### src/xml_entity_unescaper_assert.svh
// Assertion macros for the XML entity unescaper.
// Used inside modules that have clk and arst_n in scope.
`ifndef XML_ENTITY_UNESCAPER_ASSERT_SVH
`define XML_ENTITY_UNESCAPER_ASSERT_SVH

// Same-cycle implication, disabled during reset
`define XEU_ASSERT_NOW(label, ante, cons, msg) \
	label: assert property (@(posedge clk) disable iff (!arst_n) (ante) |-> (cons)) \
		else $error(msg);

// Next-cycle implication, disabled during reset
`define XEU_ASSERT_NEXT(label, ante, cons, msg) \
	label: assert property (@(posedge clk) disable iff (!arst_n) (ante) |=> (cons)) \
		else $error(msg);

`endif

### src/xeu_pkg.sv
// Package for the XML entity unescaper: byte and count types, entity tables.
// No dependencies.
package xeu_pkg;

	typedef logic [7:0] byte_t;
	typedef logic [2:0] cnt_t;

	localparam int ENT_COUNT  = 5;
	localparam int NAME_LEN   = 5;
	localparam int HOLD_DEPTH = 4;
	localparam int OUT_DEPTH  = 6;

	localparam byte_t AMP_CHAR = "&";

	// Entity names without the leading '&', padded with zero
	localparam byte_t ENT_NAME [ENT_COUNT][NAME_LEN] = '{
		'{"a", "m", "p", ";", 8'h00},
		'{"l", "t", ";", 8'h00, 8'h00},
		'{"g", "t", ";", 8'h00, 8'h00},
		'{"q", "u", "o", "t", ";"},
		'{"a", "p", "o", "s", ";"}
	};

	localparam cnt_t ENT_LEN [ENT_COUNT] = '{3'd4, 3'd3, 3'd3, 3'd5, 3'd5};

	localparam byte_t ENT_CHAR [ENT_COUNT] = '{"&", "<", ">", "\"", "'"};

endpackage

### src/xml_entity_unescaper.sv
// XML predefined entity decoder, top level.
// Depends on xeu_pkg and xml_entity_unescaper_assert.svh.
//
//  channel | handshake           | payload
//  --------+---------------------+--------------------------
//  in      | in_valid / in_stall | in_byte, end_of_string
//  out     | out_valid/out_stall | out_byte, last_of_string
//
// An item is decoded combinationally from the input stage register into a
// six-byte result buffer register. An item yielding several results holds the
// buffer until they drain, so plain text runs at one byte per cycle while
// out_stall is low; a failed match stalls the input while the literal bytes
// drain. Reset clears all control state at once.
// Output stall backs up through the buffer to in_stall.
module xml_entity_unescaper (
	input  logic          clk,
	input  logic          arst_n,
	input  logic          in_valid,
	output logic          in_stall,
	input  xeu_pkg::byte_t in_byte,
	input  logic          end_of_string,
	output logic          out_valid,
	input  logic          out_stall,
	output xeu_pkg::byte_t out_byte,
	output logic          last_of_string
);
	import xeu_pkg::*;

	// input stage
	logic  valid_s1;
	byte_t byte_s1;
	logic  eos_s1;

	// decode state
	logic  in_entity_q;
	cnt_t  pcnt_q;
	byte_t pend_q [HOLD_DEPTH];

	// result buffer, shifts toward entry zero
	byte_t rbuf_q [OUT_DEPTH];
	cnt_t  rcnt_q;
	logic  reos_q;

	logic  buf_free, load, pop;

	// decode signals
	logic [ENT_COUNT-1:0] hit, full_e;
	logic  full, live, store, lit, tail, fresh_open;
	byte_t full_char;
	byte_t slot [OUT_DEPTH];
	cnt_t  slot_cnt;

	assign out_valid      = (rcnt_q != 3'd0);
	assign out_byte       = rbuf_q[0];
	assign last_of_string = reos_q && (rcnt_q == 3'd1);
	assign pop            = out_valid && !out_stall;
	assign buf_free       = (rcnt_q == 3'd0) || ((rcnt_q == 3'd1) && !out_stall);
	assign load           = valid_s1 && buf_free;
	assign in_stall       = valid_s1 && !buf_free;

	// input stage register
	always_ff @(posedge clk or negedge arst_n) begin
		if (!arst_n) begin
			valid_s1 <= 1'b0;
		end else if (!in_stall) begin
			valid_s1 <= in_valid;
		end
	end

	always_ff @(posedge clk) begin
		if (!in_stall && in_valid) begin
			byte_s1 <= in_byte;
			eos_s1  <= end_of_string;
		end
	end

	// match held bytes plus the new byte against every entity name
	always_comb begin
		full_char = ENT_CHAR[0];
		for (int e = 0; e < ENT_COUNT; e++) begin
			hit[e] = (cnt_t'(pcnt_q + 3'd1) <= ENT_LEN[e]) &&
				(ENT_NAME[e][pcnt_q] == byte_s1);
			for (int i = 0; i < HOLD_DEPTH; i++) begin
				if ((3'(i) < pcnt_q) && (pend_q[i] != ENT_NAME[e][i])) begin
					hit[e] = 1'b0;
				end
			end
			full_e[e] = hit[e] && (cnt_t'(pcnt_q + 3'd1) == ENT_LEN[e]);
		end
		for (int e = ENT_COUNT - 1; e >= 0; e--) begin
			if (full_e[e]) begin
				full_char = ENT_CHAR[e];
			end
		end
	end

	// result shape: entity char alone, or optional '&'+held bytes then an optional new byte
	always_comb begin
		full       = in_entity_q && (|full_e);
		live       = |hit;
		store      = in_entity_q && !full && live && (pcnt_q < 3'(HOLD_DEPTH));
		lit        = in_entity_q && !full && (!store || eos_s1);
		fresh_open = (!in_entity_q || (!full && !store)) && (byte_s1 == AMP_CHAR);
		if (full) begin
			tail = 1'b0;
		end else if (store) begin
			tail = eos_s1;
		end else begin
			tail = (byte_s1 != AMP_CHAR) || eos_s1;
		end

		if (full) begin
			slot_cnt = 3'd1;
		end else if (lit) begin
			slot_cnt = cnt_t'(pcnt_q + 3'd1 + {2'b00, tail});
		end else begin
			slot_cnt = {2'b00, tail};
		end

		if (full) begin
			slot[0] = full_char;
		end else if (lit) begin
			slot[0] = AMP_CHAR;
		end else begin
			slot[0] = byte_s1;
		end
		for (int i = 1; i <= HOLD_DEPTH; i++) begin
			slot[i] = (lit && (3'(i) <= pcnt_q)) ? pend_q[i-1] : byte_s1;
		end
		slot[OUT_DEPTH-1] = byte_s1;
	end

	// entity state
	always_ff @(posedge clk or negedge arst_n) begin
		if (!arst_n) begin
			in_entity_q <= 1'b0;
			pcnt_q      <= 3'd0;
		end else if (load) begin
			if (eos_s1) begin
				in_entity_q <= 1'b0;
				pcnt_q      <= 3'd0;
			end else begin
				in_entity_q <= store || fresh_open;
				pcnt_q      <= store ? cnt_t'(pcnt_q + 3'd1) : 3'd0;
			end
		end
	end

	// held name bytes
	always_ff @(posedge clk) begin
		if (load && store) begin
			pend_q[pcnt_q[1:0]] <= byte_s1;
		end
	end

	// result buffer control
	always_ff @(posedge clk or negedge arst_n) begin
		if (!arst_n) begin
			rcnt_q <= 3'd0;
			reos_q <= 1'b0;
		end else if (load) begin
			rcnt_q <= slot_cnt;
			reos_q <= eos_s1;
		end else if (pop) begin
			rcnt_q <= cnt_t'(rcnt_q - 3'd1);
		end
	end

	// result buffer data
	always_ff @(posedge clk) begin
		if (load) begin
			rbuf_q <= slot;
		end else if (pop) begin
			for (int i = 0; i < OUT_DEPTH - 1; i++) begin
				rbuf_q[i] <= rbuf_q[i+1];
			end
		end
	end

`include "xml_entity_unescaper_assert.svh"

	`XEU_ASSERT_NOW(a_pcnt_range, 1'b1, pcnt_q <= 3'(HOLD_DEPTH), "held count above depth")
	`XEU_ASSERT_NOW(a_pcnt_closed, !in_entity_q, pcnt_q == 3'd0, "held bytes, entity closed")
	`XEU_ASSERT_NEXT(a_eos_clears, load && eos_s1, !in_entity_q && (pcnt_q == 3'd0), "state kept")
	`XEU_ASSERT_NOW(a_stall_busy, in_stall, valid_s1 && (rcnt_q != 3'd0), "stall, buffer free")

endmodule
### config.mk
export PLATFORM = sky130hd
export DESIGN_NAME = xml_entity_unescaper
export DESIGN_NICKNAME = d
export VERILOG_FILES = /design/src/xeu_pkg.sv /design/src/xml_entity_unescaper.sv
export VERILOG_INCLUDE_DIRS = /design/src /design/src/src
export SDC_FILE = /design/constraint.sdc
export NUM_CORES = 1
export LEC_CHECK = 0
export ABC_AREA = 1
export BUFFER_PORTS_ARGS = -buffer_cell sky130_fd_sc_hd__buf_4
export CAP_MARGIN = 10
export CORE_ASPECT_RATIO = 1.75
export CORE_MARGIN = 3
export CORE_UTILIZATION = 44
export CTS_CLUSTER_DIAMETER = 150
export DETAILED_ROUTE_END_ITERATION = 10
export SLEW_MARGIN = 20
export SYNTH_ARGS = -nofsm -noshare
export SYNTH_HDL_FRONTEND = slang
export SYNTH_SLANG_ARGS = --single-unit
### constraint.sdc
create_clock -name clk -period 7.5 [get_ports clk]
set_input_delay 1.125 -clock clk [delete_from_list [all_inputs] [get_ports clk]]
set_output_delay 1.125 -clock clk [all_outputs]
set_load 0.02 [all_outputs]
After elaboration in Yosys (flattened, before gate mapping)
Memories as Yosys holds them, arrays and structs flattened.
Index checks and enable logic that the tools add are counted.
{"block": "totals", "ram_bits": 32, "output_inout_bits": 11, "word_cells": 175, "rom_bits": 320, "regBits": 66, "in_bits": 13, "memories": 6}
{"name": "(name not given)", "words": 8, "word_bits": 8, "read_ports": 1, "rd_clocked_by_memory_dff": 0, "write_ports": 0, "line": "xml_entity_unescaper.sv:82", "rtl": "(ENT_NAME[e][pcnt_q] == byte_s1);"}
{"name": "(name not given)", "words": 8, "word_bits": 8, "read_ports": 1, "rd_clocked_by_memory_dff": 0, "write_ports": 0, "line": "xml_entity_unescaper.sv:82"}
{"name": "(name not given)", "words": 8, "word_bits": 8, "read_ports": 1, "rd_clocked_by_memory_dff": 0, "write_ports": 0, "line": "xml_entity_unescaper.sv:82"}
{"name": "(name not given)", "words": 8, "word_bits": 8, "read_ports": 1, "rd_clocked_by_memory_dff": 0, "write_ports": 0, "line": "xml_entity_unescaper.sv:82"}
{"name": "(name not given)", "words": 8, "word_bits": 8, "read_ports": 1, "rd_clocked_by_memory_dff": 0, "write_ports": 0, "line": "xml_entity_unescaper.sv:82"}
{"name": "pend_q", "words": 4, "word_bits": 8, "read_ports": 4, "rd_clocked_by_memory_dff": 0, "write_ports": 1, "line": "xml_entity_unescaper.sv:37", "rtl": "byte_t pend_q [HOLD_DEPTH];"}
{"block": "classes", "n_reduce_logical": 60, "add_sub_neg": 3, "eq_ne": 25, "n_mux": 54, "bitwise_logic": 1, "order_cmp": 13}
{"cell": "2-to-1 mux 8 bit", "n": 20}
{"cell": "inequality test 8 x 7 -> 1 bit, second input constant", "n": 12}
{"cell": "2-to-1 mux 40 bit", "n": 2}
{"cell": "logical AND 1 bit", "n": 43}
{"cell": "equality test 8 bit", "n": 5}
{"cell": "2-to-1 mux 1 bit", "n": 26}
{"cell": "inequality test 8 x 6 -> 1 bit, second input constant", "n": 3}
{"cell": "2-to-1 mux 3 bit", "n": 6}
{"cell": "OR reduction 5 bit", "n": 2}
{"cell": "equality test 8 x 6 -> 1 bit, second input constant", "n": 1}
{"cell": "nonzero test 8 bit", "n": 1}
{"cell": "equality test 3 bit, second input constant", "n": 2}
{"cell": "less-or-equal comparator 2 x 3 -> 1 bit, first input constant", "n": 2}
{"cell": "less-or-equal comparator 3 bit, second input constant", "n": 2}
{"cell": "logical NOT 1 bit", "n": 6}
{"cell": "less-than comparator 1 x 3 -> 1 bit, first input constant", "n": 2}
{"cell": "less-than comparator 2 x 3 -> 1 bit, first input constant", "n": 2}
{"cell": "logical OR 1 bit", "n": 5}
{"cell": ">= comparator 4 bit, second input constant", "n": 1}
{"cell": "inverter 3 -> 4 bit", "n": 1}
{"cell": "adder 3 x 1 -> 3 bit", "n": 1}
{"cell": "adder 3 x 1 -> 3 bit, second input constant", "n": 1}
{"cell": "equality test 3 x 1 -> 1 bit, second input constant", "n": 1}
{"cell": "equality test 3 x 2 -> 1 bit, second input constant", "n": 1}
{"cell": "8 further kinds", "n": 8}

Logic depth before layout (Yosys ltp)
Gate-level depths: netlist (run 1).
{"block": "depth", "depth_word": 23, "depth_mapped": 25}

Least setup slack after synthesis (run 1)
OpenSTA, ideal clock, no wires.
{"block": "synth_timing", "path_type": "register -> register", "from": "reg pcnt_q[2]", "to": "reg rcnt_q[2]", "required_time_ns": 7.421, "slack_ns": 4.301, "path_stages_with_launch": 24, "t_arrival_ns": 3.120, "path_cell_list": "dfrtp_1 buf_4 inv_2 buf_4 buf_4 ha_1 clkbuf_1 inv_1 o21bai_1 nor2_1 nand2_1 nor2_1 nor2_1 nor2_1 nor2_1 nor3_1 nand2_1 nand3_1 inv_1 ha_1 ha_1 xnor2_1 nand3_1 a21oi_1"}
{"block": "synth_between", "elab_chain_len": 23}
{"element": "start: declaration", "line": "xml_entity_unescaper.sv:36", "rtl": "cnt_t pcnt_q;"}
{"element": "start signal: assignment", "line": "xml_entity_unescaper.sv:144", "rtl": "pcnt_q <= store ? cnt_t'(pcnt_q + 3'd1) : 3'd0;"}
{"element": "inverter 3 -> 4 bit (implied by the code)", "line": "xml_entity_unescaper.sv:82"}
{"element": "memory read (8 x 8 bit)"}
{"element": "2-to-1 mux 8 bit (implied by the code) (2 in a row)", "line": "xml_entity_unescaper.sv:82"}
{"element": "equality test 8 bit", "line": "xml_entity_unescaper.sv:82"}
{"element": "logical AND 1 bit", "line": "xml_entity_unescaper.sv:81", "rtl": "hit[e] = (cnt_t'(pcnt_q + 3'd1) <= ENT_LEN[e]) &&"}
{"element": "2-to-1 mux 1 bit (4 in a row)", "line": "xml_entity_unescaper.sv:84", "rtl": "if ((3'(i) < pcnt_q) && (pend_q[i] != ENT_NAME[e][i])) begin"}
{"element": "logical AND 1 bit", "line": "xml_entity_unescaper.sv:88", "rtl": "full_e[e] = hit[e] && (cnt_t'(pcnt_q + 3'd1) == ENT_LEN[e]);"}
{"element": "OR reduction 5 bit", "line": "xml_entity_unescaper.sv:99", "rtl": "full = in_entity_q && (|full_e);"}
{"element": "(+2 left out)"}
{"element": "logical AND 1 bit", "line": "xml_entity_unescaper.sv:101, xml_entity_unescaper.sv:102"}
{"element": "logical AND 1 bit (2 in a row)", "line": "xml_entity_unescaper.sv:101", "rtl": "store = in_entity_q && !full && live && (pcnt_q < 3'(HOLD_DEPTH));"}
{"element": "2-to-1 mux 1 bit / logical NOT 1 bit (equally long branches)", "line": "xml_entity_unescaper.sv:106, xml_entity_unescaper.sv:102"}
{"element": "2-to-1 mux 1 bit / logical OR 1 bit (equally long branches)", "line": "xml_entity_unescaper.sv:104, xml_entity_unescaper.sv:102"}
{"element": "adder 3 x 1 -> 3 bit / logical AND 1 bit (equally long branches)", "line": "xml_entity_unescaper.sv:115, xml_entity_unescaper.sv:102"}
{"element": "2-to-1 mux 3 bit", "line": "xml_entity_unescaper.sv:114", "rtl": "end else if (lit) begin"}
{"element": "2-to-1 mux 3 bit *", "line": "xml_entity_unescaper.sv:112", "rtl": "if (full) begin"}
{"element": "2-to-1 mux 3 bit *", "line": "xml_entity_unescaper.sv:161", "rtl": "end else if (load) begin"}
{"element": "end signal: assignment", "line": "xml_entity_unescaper.sv:162", "rtl": "rcnt_q <= slot_cnt;"}
{"element": "end signal: assignment", "line": "xml_entity_unescaper.sv:165", "rtl": "rcnt_q <= cnt_t'(rcnt_q - 3'd1);"}
{"element": "end: declaration", "line": "xml_entity_unescaper.sv:41", "rtl": "cnt_t rcnt_q;"}
Mark *: on every way between the ends. The rest lies on a longest branch, timed or not. The select of a mux whose other input is x is not followed.
A chain may end at the register's enable or synchronous reset.

Final worst setup path (run 1)
{"block": "layout_timing", "from": "reg pcnt_q[2]", "to": "mem pend_q[3][5] in the netlist's numbering, enable pin"}
{"block": "layout_between", "elab_chain_len": 20}
{"element": "inverter 3 -> 4 bit (implied by the code)", "line": "xml_entity_unescaper.sv:82"}
{"element": "memory read (8 x 8 bit)"}
{"element": "2-to-1 mux 8 bit (implied by the code) (2 in a row)", "line": "xml_entity_unescaper.sv:82"}
{"element": "equality test 8 bit", "line": "xml_entity_unescaper.sv:82"}
{"element": "logical AND 1 bit", "line": "xml_entity_unescaper.sv:81"}
{"element": "2-to-1 mux 1 bit (4 in a row)", "line": "xml_entity_unescaper.sv:84"}
{"element": "logical AND 1 bit", "line": "xml_entity_unescaper.sv:88"}
{"element": "OR reduction 5 bit", "line": "xml_entity_unescaper.sv:99"}
{"element": "logical AND 1 bit", "line": "xml_entity_unescaper.sv:99"}
{"element": "logical NOT 1 bit", "line": "xml_entity_unescaper.sv:101"}
{"element": "logical AND 1 bit (2 in a row)", "line": "xml_entity_unescaper.sv:101"}
{"element": "logical AND 1 bit *", "line": "xml_entity_unescaper.sv:101"}
{"element": "logical AND 1 bit *", "line": "xml_entity_unescaper.sv:151", "rtl": "if (load && store) begin"}
{"element": "2-to-1 mux 1 bit *", "line": "xml_entity_unescaper.sv:151"}
{"element": "2-to-1 mux 1 bit (implied by the code) *", "line": "xml_entity_unescaper.sv:152", "rtl": "pend_q[pcnt_q[1:0]] <= byte_s1;"}
{"element": "end: declaration", "line": "xml_entity_unescaper.sv:37"}
Marks and branches as above.

==> flow_summary.yaml, run 1 <==
finish:
  layout_commonest_cell: "nand2_1"
  area_growth_pct: 9.57
  seqCellArea_mm2: 0.00290
  final_cell_mix: "nand2_1, nand3_1, edfxtp_1"
  multi_input_area_mm2: 0.00229
  drive_above_1_share_pct: 7.46
  n_fill_cell: 1196
  final_area_mm2: 0.00620
  n_antenna_cell: 0
  finalNetCount: 758
placed_design:
  dpl.hpwl_um: 11300
  gp_congestion: 0.939
  io_buffers: 23
  place_area_mm2: 0.00591
clock_tree:
  clockBufferDepth: 2
  cts_made_buffers: 9
  cts_resized: 0
  cts-root-buf: "clkbuf_16"
  clk_pin_slew_worst_paths_ns: 0.08
  post_cts_buffers: 0
  insertion_delay_ns: 0.35
  cts_max_level: 3
  hold_buffers: 0
  cts_tree: "yes"
  clock-sinks: 98
routing:
  wl_per_cell_um: 17.2
  final_antenna_net_count: 0
  num_vias: 4797
  via_per_inst: 5.30
  first_pass_iters: 7
  drtIter0Drc: 342
  drcViolationCount: 0
  drt_wl_total_um: 15600
grt:
  grt_max_degree: 58
  antenna_found_initial: 0
  grt.total_usage_pct: 22.2
  overflow: 0
  grt_pass1_wl_um: 23800
  first_global_vias: 4604
worst_setup_path:
  crit_type: "flip-flop to flip-flop"
  required_ns: 7.48
  cp_max_fo: 27
  cp-start-kind: "flip-flop"
  cp.arrival_ns: 4.27
  end_kind: "flip-flop"
pwr:
  p_per_area_mw_per_mm2: 303
  power_leakage_nw: 2.81
  ir_drop_mv: 0.172
floorplanning:
  ios: 24
  start_util_pct: 45.3
  coreArea_mm2: 0.0125
  die_h_um: 156
  rows: 54
  die_w_um: 91.7
  die-area_mm2: 0.0143
sta:
  max_freq_mhz: 233
  fin_skew_ns: 0.0107
  rsz0062_at_grt: "false"
  fin_setup_tns_ns: 0
  finalSetupViolations: 0
  fin_crit_ns: 4.29
  slew_headroom_pct: 37.9
  tightest_slew_ns: 0.931
  hold_viol: 0
  fin_crit_sh_pct: 57.2
  slew_viol_final: 0
job:
  drv_cap: 0
yosys:
  synthDistinctLibCells: 32
  synth_warnings: 0
  synth_top_area_share_pct: 47.2
  seq_area_frac_synth_pct: 51.2
  syn-num-nets: 749
  synth_seq_cells: 98
  netlist_instances: 723
  synth_area_leader_cell: "edfxtp_1"
  syn_area_mm2: 0.00566
  syn_avg_cell_area_um2: 7.83
  synth_area_leaders: "edfxtp_1, nand2_1, nand3_1"
hold_path:
  hold_class: "flip-flop to flip-flop"
outcome:
  status: "finished clean"
cells in the mapped netlist (all sizes together):
cell type  instances
a21o               1
a21oi             15
buf               19
clkbuf            11
clkinv             6
dfrtp              9
edfxtp            89
ha                13
inv               73
nand2            272
nand3             93
nand4              2
nor2              90
nor3               4
nor4               1
o21ai             15
o21bai             1
o221ai             1
o22ai              1
o31ai              3
or2                1
xnor2              1
xor2               2
layer usage:
layer | up-vias | global-route usage [%] | share of wire [%]
met5 | - | 0 | 0
met4 | 0 | 15.0 | 5.7
met3 | 55 | 3.43 | 4.8
met2 | 181 | 40.3 | 53
met1 | 2221 | 23.4 | 36
li1 | 2340 | - | -
final cells by class:
class | count | area share, %
repair buffers | 28 | 3.39
flip-flops and latches | 98 | 46.7
clock buffers | 9 | 3.63
well taps | 168 | 3.39
inverters | 79 | 4.78
multi-input cells | 516 | 37.0
clock inverters | 7 | 1.11
kinds of logic after synthesis:
| logic type | count (synthesis) | synth area share, % |
|---|---|---|
| flip-flops | 98 | 51.2 |
| AO/OA/AOI/OAI | 37 | 3.65 |
| AND/OR/NAND/NOR | 463 | 33.4 |
| buffers and inverters | 109 | 8.42 |
| XOR/XNOR | 3 | 0.464 |
| adder cells (fa/ha/maj) | 13 | 2.87 |
worst max-delay path, stage by stage, from the launching register on:
cell and delay, ns:
dfrtp_1 0.95, inv_2 0.34, ha_1 0.54, inv_1 0.10
o21bai_1 0.18, nor2_1 0.13, nand2_1 0.08, nor2_1 0.14
nor2_1 0.05, nor2_1 0.08, nor2_1 0.06, nor3_1 0.40
nand2_1 0.29, nor2_1 0.56
metrics by stage:
| stage | hold slack, ns | power [mW] | setup WS (ns) | std cells | util (%) |
|---|---|---|---|---|---|
| 2_1_floorplan | 0.481 | 1.25 | 4.30 | 723 | - |
| 3_3_place_gp | 0.497 | 1.43 | 3.42 | 889 | 47.3 |
| 3_5_place_dp | 0.502 | 1.44 | 3.29 | 889 | 47.3 |
| 4_1_cts | 0.520 | 1.90 | 3.26 | 905 | 49.6 |
| 5_1_grt | 0.546 | 1.99 | 2.78 | 905 | 49.6 |
| 6_report | 0.520 | 1.88 | 3.21 | 905 | 49.6 |
path summary, 6_finish.rpt:
check / from / to / slack, ns / cells past startpoint
worst max-delay path: pcnt_q[2] / pend_q[3][5] / 3.21 / 13
worst min-delay path: rbuf_q[9] / rbuf_q[17] / 0.52 / 2
worst max register to register: pcnt_q[2] / pend_q[3][5] / 3.21 / 13
worst min register to register: rbuf_q[9] / rbuf_q[17] / 0.52 / 2
max in group asynchronous: arst_n / rcnt_q[0] / 6.77 / 1
min in group asynchronous: arst_n / in_entity_q / 0.59 / 1
power breakdown:
| part | switching, mW | leakage, nW | internal [mW] |
|---|---|---|---|
| combinational | 0.368 | 1.72 | 0.171 |
| sequential | 0.0754 | 0.953 | 0.812 |
| clock | 0.220 | 0.138 | 0.234 |
| total | 0.664 | 2.81 | 1.22 |
state kept, by name, indices dropped and copies added (netlist names):
register / flops
rbuf_q: 40
pend_q: 32
byte_s1: 8
out_byte: 8
pcnt_q: 3
rcnt_q: 3
eos_s1: 1
in_entity_q: 1
reos_q: 1
valid_s1: 1
Power figures use the tool's default switching activity.
==> run 2, diff against run 1 <==
==> constraint.sdc (replaced) <==
create_clock -name clk -period 3.4 [get_ports clk]
set_input_delay 0.51 -clock clk [delete_from_list [all_inputs] [get_ports clk]]
set_output_delay 0.51 -clock clk [all_outputs]
set_load 0.02 [all_outputs]
==> run 2 against run 1 <==
- core utilization grew 2.3 points
- first-iteration DRC count up 10%
- sequential power rose by 110%
- register-to-register slack worse by 2.9 ns
- wire length is 2.3% higher
- non-clock buffer count rose by 29
- die area did not move
- count of clock-buffer cells in the layout is the same
- critical path depth is 8 higher
- final area up 4.7%
- critical path type unchanged
- largest power group unchanged
- highest routed layer unchanged
==> flow_summary.yaml, run 2 (synthesized netlist as in run 1, its figures left out) <==
clock_tree:
  cts_max_level: 3
  cts-root-buf: "clkbuf_16"
  clk_pin_slew_worst_paths_ns: 0.08
  cts_tree: "yes"
  insertion_delay_ns: 0.35
  clockBufferDepth: 2
  clock-sinks: 98
  cts_made_buffers: 9
  post_cts_buffers: 0
placed_design:
  gp_congestion: 1.00
  dp.cells: 917
  dpl.hpwl_um: 11900
  io_buffers: 23
worst_setup_path:
  cp-start-kind: "flip-flop"
  critPathMaxStageDelay_ns: 0.43
  worstPathCellList: "inv_1 -> ha_1 -> inv_1 -> nand2_1 -> nand2_1 -> nand2_1 -> nor2_1 -> nand2_1 -> nor2_1 -> nand3_1 -> nand2_1 -> clkinv_1 -> nand3_1 -> nand2_1 -> nand3_1 -> inv_1 -> ha_1 -> ha_1 -> xnor2_1 -> nand3_1 -> a21oi_1"
  end_kind: "flip-flop"
  required_ns: 3.68
  cp.arrival_ns: 3.36
  cp.buffers_inverters: 4
  critPathMostFrequentCell: "nand2_1"
  crit_type: "flip-flop to flip-flop"
  cpMaxStageDelayCell: "dfrtp_2"
  crit_family: "simple AND/OR/NAND/NOR gates"
  cp_max_fo: 7
grt:
  overflow: 0
  first_global_vias: 4743
  grt_max_degree: 57
  grt.total_usage_pct: 23.3
  grt_pass1_wl_um: 24900
  antenna_found_initial: 0
finish:
  drive_above_1_share_pct: 11.9
  area_growth_pct: 14.7
  layout_commonest_cell: "nand2_1"
  top_register: "rbuf_q"
  stdcell_count: 934
  final_cell_mix: "nand2_1, nand3_1, edfxtp_1"
  n_antenna_cell: 0
  finalNetCount: 787
  largest_register_ffs: 40
floorplanning:
  die_w_um: 91.7
  ios: 24
  die-area_mm2: 0.0143
  die_h_um: 156
  rows: 54
  coreArea_mm2: 0.0125
  start_util_pct: 45.3
sta:
  slew_viol_final: 0
  fin_setup_tns_ns: 0
  rsz0062_at_grt: "false"
  max_freq_mhz: 325
  fin_skew_ns: 0.00947
  tightest_slew_ns: 0.689
  slew_headroom_pct: 53.8
  fin_crit_sh_pct: 90.4
  finalSetupViolations: 0
  fin_crit_ns: 3.08
  hold_viol: 0
routing:
  num_vias: 4873
  first_pass_iters: 5
  via_per_inst: 5.22
  drcViolationCount: 0
  wl_per_cell_um: 17.1
  final_antenna_net_count: 0
  drtIter0Drc: 377
  drt_wl_total_um: 16000
pwr:
  ir_drop_mv: 0.408
  power.net_switching_mw: 1.46
  clkPwrFrac_pct: 25.4
  swShare_pct: 34.3
  pwr-share-seq_pct: 44.5
  power_leakage_nw: 2.97
  p_int_mw: 2.80
  total_power_mw: 4.27
  p_per_area_mw_per_mm2: 657
  pwr-share-comb_pct: 30.2
outcome:
  status: "finished clean"
hold_path:
  hold_class: "primary input to flip-flop"
job:
  drv_cap: 0
-- run 2: layout make-up --
class / count / area, µm²
tap: 168 / 210
fill: 1184 / 6010
clock inverter: 7 / 95.1
clock buffer: 9 / 225
timing repair buffer: 57 / 443
inverter: 79 / 297
sequential: 98 / 2900
multi-input combinational: 516 / 2320
-- run 2: timing repair --
action | CTS | global route
hold buffers | 1 | 0
endpoints found under the setup margin | 0 | 58
resized for setup | 0 | 9
hold endpoints to repair | 9 | 0
-- run 2: metal layers --
metal	up-vias	global-route usage [%]	routed length, µm
li1	2398	-	-
met1	2252	24.9	5870
met2	174	42.9	8470
met3	49	3.81	724
met4	0	13.4	913
met5	-	0	0
-- run 2: path summary, 6_finish.rpt --
check	cells after the start	endpoint	slack (ns)	from
worst max-delay path	21	rcnt_q[2]	0.32	pcnt_q[0]
worst min-delay path	1	eos_s1	0.33	end_of_string
worst max register to register	21	rcnt_q[2]	0.32	pcnt_q[0]
worst min register to register	2	reos_q	0.52	reos_q
max in group asynchronous	2	pcnt_q[1]	2.74	arst_n
min in group asynchronous	2	pcnt_q[0]	0.51	arst_n
-- run 2: power by group through the flow --
| stage | clock network, mW | registers [mW] | logic, mW |
|---|---|---|---|
| after global routing | 1.16 | 1.93 | 1.45 |
| after detailed placement | 0 | 1.93 | 1.30 |
| after global placement | 0 | 1.92 | 1.28 |
| final | 1.08 | 1.90 | 1.29 |
| after floorplan | 0 | 1.91 | 0.852 |
| after CTS | 1.10 | 1.90 | 1.30 |
-- run 2: metrics by stage --
| step | hold slack (ns) | setup WS (ns) | util, % | instance area (µm²) |
|---|---|---|---|---|
| 5_1_grt | 0.313 | 0.0181 | 51.9 | 6490 |
| 4_1_cts | 0.320 | 0.174 | 51.7 | 6460 |
| 3_5_place_dp | 0.348 | 0.189 | 49.0 | 6130 |
| 6_report | 0.331 | 0.325 | 51.9 | 6490 |
| 2_1_floorplan | 0.214 | 0.201 | - | 5660 |
| 3_3_place_gp | 0.340 | 0.287 | 49.0 | 6130 |
==> run 3, diff against run 2 <==
--- a/config.mk
+++ b/config.mk
@@ -9,7 +9,6 @@
 export ABC_AREA = 1
 export BUFFER_PORTS_ARGS = -buffer_cell sky130_fd_sc_hd__buf_4
 export CAP_MARGIN = 10
-export CORE_ASPECT_RATIO = 1.75
 export CORE_MARGIN = 3
 export CORE_UTILIZATION = 44
 export CTS_CLUSTER_DIAMETER = 150
==> run 3 against run 2 <==
- power decreased by 0.14%
- clock skew hardly changed
- worst hold slack got worse by 0.0052 ns
- critical path depth shrank 2
- fmax fell by 2.8%
- combinational power about the same
- flip-flop and latch count unchanged
- critical path type unchanged
==> flow_summary.yaml, run 3 (synthesized netlist as in run 1, its figures left out) <==
finish:
  finalNetCount: 787
  drive_above_1_share_pct: 11.5
  largest_register_ffs: 40
  area_growth_pct: 14.3
  n_antenna_cell: 0
  stdcell_count: 934
  top_register: "rbuf_q"
  final_cell_mix: "nand2_1, nand3_1, edfxtp_1"
  layout_commonest_cell: "nand2_1"
  n_fill_cell: 1183
routing:
  drcViolationCount: 0
  num_vias: 4812
  drt_wl_total_um: 15100
  final_antenna_net_count: 0
  first_pass_iters: 5
  wl_per_cell_um: 16.2
  drtIter0Drc: 517
  via_per_inst: 5.15
worst_setup_path:
  critPathMostFrequentCell: "nor2_1"
  cp-start-kind: "flip-flop"
  cpMaxStageDelayCell: "dfrtp_2"
  cp.buffers_inverters: 3
  crit_family: "simple AND/OR/NAND/NOR gates"
  worstReg2RegEnd: "rcnt_q[2]"
  crit_type: "flip-flop to flip-flop"
  r2r_start: "pcnt_q[0]"
  cp_max_fo: 7
  r2r_slack_ns: 0.24
  critPathMaxStageDelay_ns: 0.45
  reg2regPathDepth: 19
  worstPathCellList: "clkinvlp_4 -> ha_1 -> nand2_1 -> xor2_1 -> nor2_1 -> nand2_1 -> nor2_1 -> inv_1 -> nor2_1 -> nor2_1 -> nor3_1 -> nand2_1 -> nand3_1 -> inv_1 -> ha_1 -> ha_1 -> xnor2_1 -> nand3_1 -> a21oi_1"
  end_kind: "flip-flop"
  required_ns: 3.68
  cp.arrival_ns: 3.44
sta:
  tightest_slew_ns: 0.683
  finalSetupViolations: 0
  rsz0062_at_grt: "false"
  slew_headroom_pct: 54.2
  slew_viol_final: 0
  fin_crit_ns: 3.16
  fin_crit_sh_pct: 93.1
  fin_setup_tns_ns: 0
  max_freq_mhz: 316
  fin_skew_ns: 0.00978
  hold_viol: 0
grt:
  overflow: 0
  grt_pass1_wl_um: 23900
  antenna_found_initial: 0
  grt_max_degree: 45
  first_global_vias: 4512
  grt.total_usage_pct: 21.8
pwr:
  p_per_area_mw_per_mm2: 659
  power_leakage_nw: 2.97
  ir_drop_mv: 0.276
hold_path:
  min_from: "end_of_string"
  worstHoldEndpoint: "eos_s1"
  whs_path_depth: 1
  hold_class: "primary input to flip-flop"
clock_tree:
  clockBufferDepth: 2
  cts_max_level: 3
  cts-root-buf: "clkbuf_16"
  clock-sinks: 98
  cts_tree: "yes"
  cts_made_buffers: 9
  clk_pin_slew_worst_paths_ns: 0.08
  insertion_delay_ns: 0.35
placed_design:
  io_buffers: 23
  dpl.hpwl_um: 10900
  gp_congestion: 0.915
  dp.cells: 913
floorplanning:
  die-area_mm2: 0.0143
  die_w_um: 119
  rows: 40
  die_h_um: 119
  ios: 24
  coreArea_mm2: 0.0123
  start_util_pct: 46.0
outcome:
  status: "finished clean"
job:
  drv_cap: 0
[run 3: cell type report]
type / count / area [µm²] / area share, %
Timing Repair Buffer: 57 / 443 / 6.85
Inverter: 79 / 300 / 4.64
Clock inverter: 7 / 90.1 / 1.39
Sequential cell: 98 / 2900 / 44.8
Multi-Input combinational cell: 516 / 2300 / 35.5
Tap cell: 168 / 210 / 3.25
Clock buffer: 9 / 225 / 3.48
[run 3: worst max path at each step]
stage,to,cells after the start,from
floorplan,rcnt_q[2],23,pcnt_q[2]
global placement,rcnt_q[2],19,pcnt_q[0]
detailed placement,rcnt_q[2],19,pcnt_q[0]
CTS,rcnt_q[2],19,pcnt_q[0]
global route,rcnt_q[2],20,pcnt_q[0]
finish,rcnt_q[2],19,pcnt_q[0]
[run 3: timing repair]
action | 4_1_cts | 5_1_grt
endpoints found under the setup margin | 0 | 72
hold endpoints to repair | 9 | 0
hold buffers | 1 | 0
buffers inserted | 0 | 4
gates resized for setup | 0 | 5
[run 3: layer usage]
metal  vias to the layer above  track usage (%)  wire length [µm]
met5                         -                0                 0
met2                       164             35.0              7010
met4                         0             8.73               423
li1                       2398                -                 -
met3                        29             3.13               920
met1                      2221             29.9              6750
[run 3: per-stage QoR]
stage	util [%]	instance area (µm²)	hold WS, ns	power [mW]	worst slack [ns]
2_1_floorplan	-	5660	0.214	2.76	0.201
3_3_place_gp	49.6	6100	0.343	3.19	0.103
3_5_place_dp	49.6	6100	0.345	3.21	0.112
4_1_cts	52.2	6430	0.317	4.29	0.0344
5_1_grt	52.5	6470	0.317	4.50	0.00523
6_report	52.5	6470	0.326	4.26	0.235
[run 3: power by group]
group | leakage (nW) | total (mW) | internal (mW) | switching [mW]
clock | 0.156 | 1.09 | 0.593 | 0.497
sequential | 0.949 | 1.90 | 1.79 | 0.112
combinational | 1.86 | 1.27 | 0.416 | 0.853
